$ cat config.mk
export PLATFORM = sky130hd
export DESIGN_NAME = gcdc_hash_core
export DESIGN_NICKNAME = d
export VERILOG_FILES = /design/src/rtl/core/gcdc_pkg.sv /design/src/rtl/core/gcdc_hash_core.sv
export SDC_FILE = /design/constraint.sdc
export NUM_CORES = 1
export LEC_CHECK = 0
export BUFFER_PORTS_ARGS = -buffer_cell sky130_fd_sc_hd__buf_2
export CORE_ASPECT_RATIO = 2
export CORE_MARGIN = 2
export CORE_UTILIZATION = 45
export DETAILED_ROUTE_END_ITERATION = 6
export GPL_TIMING_DRIVEN = 0
export PLACE_DENSITY = 0.67
export RECOVER_POWER = 100
export SLEW_MARGIN = 20
export SYNTH_ARGS = -nofsm -noshare
export SYNTH_HDL_FRONTEND = slang
export SYNTH_SLANG_ARGS = --single-unit
$ cat constraint.sdc
create_clock -name clock -period 12.2 [get_ports clock]
set_clock_uncertainty 0.15 [all_clocks]
set_input_delay 0.61 -clock clock [delete_from_list [all_inputs] [get_ports clock]]
set_output_delay 0.61 -clock clock [all_outputs]
set_load 0.005 [all_outputs]
$ cat src/rtl/core/gcdc_pkg.sv
// ---------------------------------------------------------------------------
// gcdc_pkg: shared definitions for the gear content-defined chunker
// Command codes, register indexes, field widths and bundle types.
// ---------------------------------------------------------------------------
`default_nettype none

package gcdc_pkg;

   // fixed field widths
   localparam int CMD_W    = 2;
   localparam int BYTE_W   = 8;
   localparam int HASH_W   = 64;
   localparam int SIZE_W   = 24;
   localparam int CSR_IDX_W = 3;
   localparam int CSR_DATA_W = 64;

   localparam int GEAR_DEPTH = 256;
   localparam int GEAR_IDX_W = 8;

   // bytes hashed ahead of the floor length
   localparam logic [SIZE_W-1:0] HASH_WINDOW = 24'd64;

   // defaults for the top level parameters
   localparam int DEF_LEN_BITS    = 24;
   localparam int DEF_OFFSET_BITS = 48;

   // commands
   localparam logic [CMD_W-1:0] CMD_BYTE   = 2'd0;
   localparam logic [CMD_W-1:0] CMD_TABLE  = 2'd1;
   localparam logic [CMD_W-1:0] CMD_FINISH = 2'd2;

   // register indexes
   localparam logic [CSR_IDX_W-1:0] CSR_FLOOR_LEN    = 3'd0;
   localparam logic [CSR_IDX_W-1:0] CSR_TARGET_LEN   = 3'd1;
   localparam logic [CSR_IDX_W-1:0] CSR_CEIL_LEN     = 3'd2;
   localparam logic [CSR_IDX_W-1:0] CSR_MASK_STRICT  = 3'd3;
   localparam logic [CSR_IDX_W-1:0] CSR_MASK_RELAXED = 3'd4;

   // register reset values
   localparam logic [SIZE_W-1:0] RST_FLOOR_LEN  = 24'd2048;
   localparam logic [SIZE_W-1:0] RST_TARGET_LEN = 24'd8192;
   localparam logic [SIZE_W-1:0] RST_CEIL_LEN   = 24'd65536;

   typedef struct packed {
      logic [SIZE_W-1:0] floor_len;
      logic [SIZE_W-1:0] target_len;
      logic [SIZE_W-1:0] ceil_len;
      logic [HASH_W-1:0] mask_strict;
      logic [HASH_W-1:0] mask_relaxed;
   } cfg_type;

   // beat handed from the table stage to the hash stage
   typedef struct packed {
      logic              finish;
      logic [HASH_W-1:0] gear;
   } stage_type;

endpackage

`default_nettype wire

$ cat src/rtl/core/gcdc_hash_core.sv
// ---------------------------------------------------------------------------
// gcdc_hash_core: gear hash, cut decision and result register
// Fingerprint, chunk length, stream offset; one beat per cycle unless stalled.
// ---------------------------------------------------------------------------
`default_nettype none

module gcdc_hash_core #(
   parameter int LEN_BITS    = gcdc_pkg::DEF_LEN_BITS,
   parameter int OFFSET_BITS = gcdc_pkg::DEF_OFFSET_BITS
) (
   input  wire logic                   clock,
   input  wire logic                   reset,
   input  wire gcdc_pkg::cfg_type      cfg,
   input  wire logic                   stage_valid,
   input  wire gcdc_pkg::stage_type    stage_item,
   output      logic                   advance,
   output      logic                   rsp_valid,
   input  wire logic                   rsp_ready,
   output      logic [OFFSET_BITS-1:0] rsp_chunk_offset,
   output      logic [LEN_BITS-1:0]    rsp_chunk_length
);
   import gcdc_pkg::*;

   localparam int CMP_W = (LEN_BITS > SIZE_W) ? LEN_BITS : SIZE_W;
   localparam int SUM_W = (OFFSET_BITS > LEN_BITS) ? OFFSET_BITS : LEN_BITS;

   logic [HASH_W-1:0]      fp_ff, fp_in;
   logic [LEN_BITS-1:0]    len_ff, len_in;
   logic [OFFSET_BITS-1:0] offset_ff, offset_in;
   logic                   rsp_valid_ff, rsp_valid_in;
   logic [OFFSET_BITS-1:0] rsp_offset_ff;
   logic [LEN_BITS-1:0]    rsp_length_ff;

   logic [SIZE_W-1:0]   warm;
   logic [LEN_BITS-1:0] len_plus;
   logic [HASH_W-1:0]   fp_hash, mask;
   logic                hashed, tested, cut, emit;
   logic [LEN_BITS-1:0] emit_len;

   assign advance = stage_valid && (!rsp_valid_ff || rsp_ready);

   always_comb begin
      warm     = (cfg.floor_len > HASH_WINDOW) ? (cfg.floor_len - HASH_WINDOW) : '0;
      len_plus = len_ff + LEN_BITS'(1);
      hashed   = CMP_W'(len_ff) >= CMP_W'(warm);
      fp_hash  = {fp_ff[HASH_W-2:0], 1'b0} + stage_item.gear;
      mask     = (CMP_W'(len_plus) < CMP_W'(cfg.target_len)) ? cfg.mask_strict
                                                             : cfg.mask_relaxed;
      tested   = hashed && (CMP_W'(len_plus) >= CMP_W'(cfg.floor_len));
      cut      = (tested && ((fp_hash & mask) == '0))
               || (CMP_W'(len_plus) >= CMP_W'(cfg.ceil_len))
               || (len_plus == '1);

      fp_in     = fp_ff;
      len_in    = len_ff;
      offset_in = offset_ff;
      emit      = 1'b0;
      emit_len  = len_plus;
      if (advance) begin
         if (stage_item.finish) begin
            // flush a partial chunk, then restart the stream
            emit      = (len_ff != '0);
            emit_len  = len_ff;
            fp_in     = '0;
            len_in    = '0;
            offset_in = '0;
         end else if (cut) begin
            emit      = 1'b1;
            fp_in     = '0;
            len_in    = '0;
            offset_in = OFFSET_BITS'(SUM_W'(offset_ff) + SUM_W'(len_plus));
         end else begin
            len_in = len_plus;
            if (hashed) begin
               fp_in = fp_hash;
            end
         end
      end

      rsp_valid_in = rsp_valid_ff && !rsp_ready;
      if (emit) begin
         rsp_valid_in = 1'b1;
      end
   end

   always_ff @(posedge clock) begin
      if (reset) begin
         fp_ff        <= '0;
         len_ff       <= '0;
         offset_ff    <= '0;
         rsp_valid_ff <= 1'b0;
      end else begin
         fp_ff        <= fp_in;
         len_ff       <= len_in;
         offset_ff    <= offset_in;
         rsp_valid_ff <= rsp_valid_in;
      end
   end

   always_ff @(posedge clock) begin
      if (emit) begin
         rsp_offset_ff <= offset_ff;
         rsp_length_ff <= emit_len;
      end
   end

   assign rsp_valid        = rsp_valid_ff;
   assign rsp_chunk_offset = rsp_offset_ff;
   assign rsp_chunk_length = rsp_length_ff;

endmodule

`default_nettype wire

Yosys cells after proc, flatten, opt, wreduce, memory -nomap -nowiden
Cells that the tools add are included.
{ "op_classes": {"bitwise": 1, "magnitude_cmp": 5, "n_eq_ne": 1, "addsub": 4, "reduce_logical": 15, "mux": 15} }
{ "op_table": {"columns": ["cell", "count"], "rows": [
  ["2-to-1 mux 63 bit", 3],
  ["2-to-1 mux 24 bit", 5],
  ["2-to-1 mux 48 bit", 2],
  ["greater-or-equal comparator 24 bit", 3],
  ["adder 64 bit", 1],
  ["bitwise AND 64 bit", 1],
  ["zero test 64 bit", 1],
  ["2-to-1 mux 64 bit", 1],
  ["adder 48 x 24 -> 48 bit", 1],
  ["adder 24 x 1 -> 24 bit, second input constant", 1],
  ["equality test 24 bit, second input constant", 1],
  ["greater-than comparator 24 x 7 -> 1 bit, second input constant", 1],
  ["less-than comparator 24 bit", 1],
  ["nonzero test 24 bit", 1],
  ["subtractor 24 x 7 -> 24 bit, second input constant", 1],
  ["logical AND 1 bit", 4],
  ["2-to-1 mux 1 bit", 4],
  ["AND reduction 2 bit", 2],
  ["logical OR 1 bit", 3],
  ["nonzero test 3 bit", 1],
  ["zero test 1 bit", 2],
  ["nonzero test 2 bit", 1]
]} }
{ "word_totals": {"in_bits": 269, "output_inout_bits": 74, "register_bits": 208} }

Logic depth before layout (Yosys ltp)
{ "depth": {"depth_word": 12, "ltp_mapped": 28} }

Worst setup path before layout
OpenSTA, ideal clock, no wires.
{ "synth_timing": {"path_type": "reg-to-reg", "from": "reg len_ff[0]", "to": "reg rsp_length_ff[0], in the netlist rsp_chunk_length[0], enable pin", "synth_period_minus_slack_ps": 11193, "n_path_buf": 6, "stages_incl_launch_ff": 26, "arrival_time_ps": 10453, "setup_time_ps": 590, "setup_slack_ps": 1007, "path_cell_list": "dfxtp_1 nand3_2 or2_1 or3_1 clkbuf_1 or3_1 clkbuf_1 nor2_1 nand3_1 xnor2_1 ha_1 nand4_1 nor3_1 nand2_1 nand3_1 nor2_8 buf_1 buf_2 mux2i_1 o221ai_1 nor4_1 o2111ai_1 o31a_1 buf_6 clkbuf_1 nor3_1"} }
{ "synth_between": {"elab_chain_len": 11, "elab_cells_between_ends": 17} }
{ "synth_rtl": {"columns": ["element", "line", "text"], "rows": [
  ["start: declaration", "gcdc_hash_core.sv:28", "logic [LEN_BITS-1:0] len_ff, len_in;"],
  ["start signal: assignment", "gcdc_hash_core.sv:94", "len_ff <= len_in;"],
  ["adder 24 x 1 -> 24 bit", "gcdc_hash_core.sv:44", "len_plus = len_ff + LEN_BITS'(1);"],
  ["less-than comparator 24 bit", "gcdc_hash_core.sv:47", "mask = (CMP_W'(len_plus) < CMP_W'(cfg.target_len)) ? cfg.mask_strict"],
  ["2-to-1 mux 64 bit", "gcdc_hash_core.sv:47", null],
  ["bitwise AND 64 bit", "gcdc_hash_core.sv:50", "cut = (tested && ((fp_hash & mask) == '0))"],
  ["zero test 64 bit", "gcdc_hash_core.sv:50", null],
  ["logical AND 1 bit", "gcdc_hash_core.sv:50", null],
  ["logical OR 1 bit", "gcdc_hash_core.sv:51", "|| (CMP_W'(len_plus) >= CMP_W'(cfg.ceil_len))"],
  ["logical OR 1 bit", "gcdc_hash_core.sv:52", "|| (len_plus == '1);"],
  ["2-to-1 mux 1 bit", "gcdc_hash_core.sv:67", "end else if (cut) begin"],
  ["2-to-1 mux 1 bit *", "gcdc_hash_core.sv:60", "if (stage_item.finish) begin"],
  ["2-to-1 mux 1 bit *", "gcdc_hash_core.sv:59", "if (advance) begin"],
  ["net emit", "gcdc_hash_core.sv:37", "logic hashed, tested, cut, emit;"],
  ["end signal: assignment", "gcdc_hash_core.sv:103", "rsp_length_ff <= emit_len;"],
  ["end: declaration", "gcdc_hash_core.sv:32", "logic [LEN_BITS-1:0] rsp_length_ff;"]
]} }
The timed path passes the listed nets; every way through them passes the cells marked *.
A chain may end at the register's enable or synchronous reset.

Worst setup path after layout
{ "layout_timing": {"from": "reg len_ff[0]", "to": "reg rsp_offset_ff[10], in the netlist rsp_chunk_offset[10], enable pin"} }
{ "layout_between": {"elab_chain_len": 11, "elab_cells_between_ends": 17} }
{ "layout_rtl": {"columns": ["element", "line", "text"], "rows": [
  ["adder 24 x 1 -> 24 bit", "gcdc_hash_core.sv:44", null],
  ["less-than comparator 24 bit", "gcdc_hash_core.sv:47", null],
  ["2-to-1 mux 64 bit", "gcdc_hash_core.sv:47", null],
  ["bitwise AND 64 bit", "gcdc_hash_core.sv:50", null],
  ["zero test 64 bit", "gcdc_hash_core.sv:50", null],
  ["logical AND 1 bit", "gcdc_hash_core.sv:50", null],
  ["logical OR 1 bit", "gcdc_hash_core.sv:51", null],
  ["logical OR 1 bit", "gcdc_hash_core.sv:52", null],
  ["2-to-1 mux 1 bit", "gcdc_hash_core.sv:67", null],
  ["2-to-1 mux 1 bit *", "gcdc_hash_core.sv:60", null],
  ["2-to-1 mux 1 bit *", "gcdc_hash_core.sv:59", null],
  ["net emit", "gcdc_hash_core.sv:37", null],
  ["end signal: assignment", "gcdc_hash_core.sv:102", "rsp_offset_ff <= offset_ff;"],
  ["end: declaration", "gcdc_hash_core.sv:31", "logic [OFFSET_BITS-1:0] rsp_offset_ff;"]
]} }
Marked as above.

==> impl_metrics.py <==
metrics = {
    "critical_path": {
        "crit_slowest_cell": "nor4_1",
        "crit_type": "reg -> reg",
        "critPathCaptureType": "flop",
        "startpoint_type": "flop",
        "required_ps": 12300,
        "critPathMostFrequentCell": "clkbuf_1",
        "cpPeakStageDelay_ps": 830,
        "reg2reg_to": "rsp_chunk_offset[10]",
        "ff2ff_setup_slack_ps": 1290,
        "reg2reg_depth": 28,
        "cp_max_fo": 12,
        "critical_path_arrival_ps": 11010,
        "reg2reg_from": "len_ff[0]",
    },
    "floorplanning": {
        "fp.coreArea_mm2": 0.0385,
        "die_y_um": 283,
        "start_util": 0.455,
        "die_w_um": 144,
        "ios": 343,
        "std_cell_rows": 102,
        "die_area_mm2": 0.0407,
    },
    "power": {
        "switchingPower_uw": 480,
        "p_clk_frac": 0.458,
        "combPwrFrac": 0.138,
        "pwr-share-seq": 0.403,
        "fin_total_pwr_mw": 1.80,
        "p_int_mw": 1.32,
        "leakagePower_nw": 9.44,
        "pwr_density_cell_mw_per_mm2": 86.9,
        "peakVddDrop_mv": 0.0867,
        "swShare": 0.266,
    },
    "synth": {
        "ys_seq_area_frac": 0.278,
        "synth_nets": 2588,
        "ys.flop_type": "dfxtp_1",
        "ys_top_cells_by_area": "dfxtp_1 (16%), ha_1 (13%), edfxtp_1 (12%), a21oi_1 (5.3%), xnor2_1 (4.4%)",
        "ys_seq_elements": 208,
        "synth-edff-count": 72,
        "postSynthCellCount": 2131,
        "synth_top_area_share": 0.155,
        "synthDistinctLibCells": 81,
        "synth.largest_area_cell": "dfxtp_1",
        "avgSynthCellArea_um2": 8.23,
        "async_reset_ff_frac": 0,
        "netlist_area_mm2": 0.0175,
        "yosys_warnings": 0,
    },
    "layout": {
        "final_common_cell": "buf_2",
        "drive_above_1_share": 0.162,
        "nets": 2961,
        "stdcell_area_mm2": 0.0208,
        "layout_common_cells": "buf_2 (317), nand2_1 (203), a21oi_1 (187)",
        "syn_to_final_growth_pct": 18.3,
    },
    "grt": {
        "first_global_vias": 19000,
        "grt-ovfl-total": 0,
        "track_usage": 0.367,
        "grt_pass1_wl_um": 111000,
        "antenna_found_initial": 9,
        "grt_max_degree": 16,
    },
    "detailed_routing": {
        "wl_um": 76400,
        "avgViaCountPerCell": 6.14,
        "vias": 18700,
        "wire_per_inst_um": 25.1,
        "postRouteAntennaNets": 0,
        "initialDrtViolationCount": 1317,
        "drt_pass1_iterations": 6,
        "drc": 0,
    },
    "timing": {
        "hold_viol": 0,
        "final_max_slew_viol_count": 0,
        "fin_setup_tns_ps": 0,
        "slew_headroom": 0.131,
        "max_freq_mhz": 91.6,
        "fin_crit_ps": 10910,
        "fin_crit_sh": 0.894,
        "holdWs_ps": 179,
        "setup_violations": 0,
        "worst_slew_pin_slew_ps": 1290,
        "rsz0062_at_grt": "no",
    },
    "clocking": {
        "cts_tree": "built",
        "htree_levels": 1,
        "post_cts_buffers": 0,
        "cts.sinks": 208,
        "cts_buffer_depth": 3,
        "cts_buffers": 22,
        "cts_hold_buf": 0,
        "post_cts_resized": 0,
        "cts-root-buf": "clkbuf_16",
        "clkTransAtPathRegs_ps": 70,
        "clk_latency_ps": 550,
    },
    "place": {
        "port_buffers": 341,
        "dp_hpwl_um": 62900,
        "gp_congestion": 1.02,
        "dpl_cell_area_mm2": 0.0200,
    },
    "min_path": {
        "hold_path.class": "in -> reg",
        "min_path_cells": 2,
        "min_to": "fp_ff[0]",
        "hp-start": "stage_item[0]",
    },
    "status": {
        "status": "finished clean",
    },
    "run": {
        "drv_cap": 0,
    },
}
power groups by stage:
| stage | clock (mW) | sequential, mW | combinational, mW |
|---|---|---|---|
| after detailed placement | 0 | 0.742 | 0.246 |
| after floorplan | 0 | 0.744 | 0.125 |
| after CTS | 0.837 | 0.727 | 0.247 |
| final | 0.827 | 0.727 | 0.250 |
| after global routing | 0.861 | 0.727 | 0.270 |
| after global placement | 0 | 0.745 | 0.240 |
worst max-delay path, delay by kind of cell, from the launching register on:
family          cells  cell delay (ps)
flops               1              580
fa+ha+maj           1              380
buf+inv             9             2910
xor+xnor            1              680
compound gates      3             1090
simple gates       13             4510
mux                 1              280
cell type report:
type,instances,area (um2)
clock buffers,27,622
multi-input cells,1693,11700
repair buffers,349,1700
well taps,520,651
clock inverters,13,246
fillers,3782,17800
plain buffers,119,472
inverters,111,417
diodes,9,22.5
flip-flops and latches,208,4880
metal layers:
| metal | vias to the layer above | track usage | routed length, um |
|---|---|---|---|
| met1 | 8699 | 0.327 | 24100 |
| met3 | 340 | 0.0793 | 5000 |
| met4 | 2 | 0.326 | 7940 |
| met5 | - | 0 | 10 |
| met2 | 966 | 0.671 | 39400 |
| li1 | 8702 | - | - |
flip-flops by register name, summed over array words and instances, names as in the netlist:
| register | cells |
|---|---|
| rsp_chunk_offset | 48 |
| rsp_valid | 1 |
| offset_ff | 48 |
| rsp_chunk_length | 24 |
| fp_ff | 63 |
| len_ff | 24 |
worst max-delay path by stage:
stage          startpoint                    to  slack [ps]  cells past startpoint
3_3_place_gp    len_ff[0]   rsp_chunk_offset[6]       -3980                     24
5_1_grt         len_ff[0]   rsp_chunk_offset[6]         900                     28
4_1_cts         len_ff[0]  rsp_chunk_offset[10]        2380                     28
2_1_floorplan   len_ff[0]   rsp_chunk_length[0]        1010                     25
6_report        len_ff[0]  rsp_chunk_offset[10]        1290                     28
3_5_place_dp    len_ff[0]   rsp_chunk_offset[6]        2410                     28
kinds of logic after synthesis:
group                    count (synthesis)  share of synthesized area
buffers and inverters                  230                     0.0518
flip-flops                             208                      0.278
AO/OA/AOI/OAI                          671                      0.257
AND/OR/NAND/NOR                        656                      0.184
XOR/XNOR                               130                     0.0649
adder cells (fa/ha/maj)                188                      0.135
multiplexers                            48                     0.0295
per-stage QoR:
| step | utilization | std cells | setup slack, ps |
|---|---|---|---|
| 2_1_floorplan | - | 2131 | 1010 |
| 3_3_place_gp | 0.516 | 2992 | -3980 |
| 3_5_place_dp | 0.518 | 3000 | 2410 |
| 4_1_cts | 0.541 | 3040 | 2380 |
| 5_1_grt | 0.538 | 3044 | 898 |
| 6_report | 0.538 | 3049 | 1290 |
cells in the mapped netlist, drive strengths merged, types with 11 or more instances:
library cell,n
a2111oi,11
a211oi,17
a21o,68
a21oi,189
a22o,37
a2bb2o,18
a31oi,16
a32o,13
and2,18
and3,19
buf,28
clkbuf,91
dfxtp,136
edfxtp,72
ha,186
inv,109
mux2,29
mux2i,19
nand2,203
nand2b,15
nand3,48
nand4,87
nor2,138
nor2b,13
nor3,43
nor4,24
o211ai,19
o21a,16
o21ai,145
o21bai,14
or3,16
xnor2,88
xor2,42
Power figures use the tool's default switching activity.
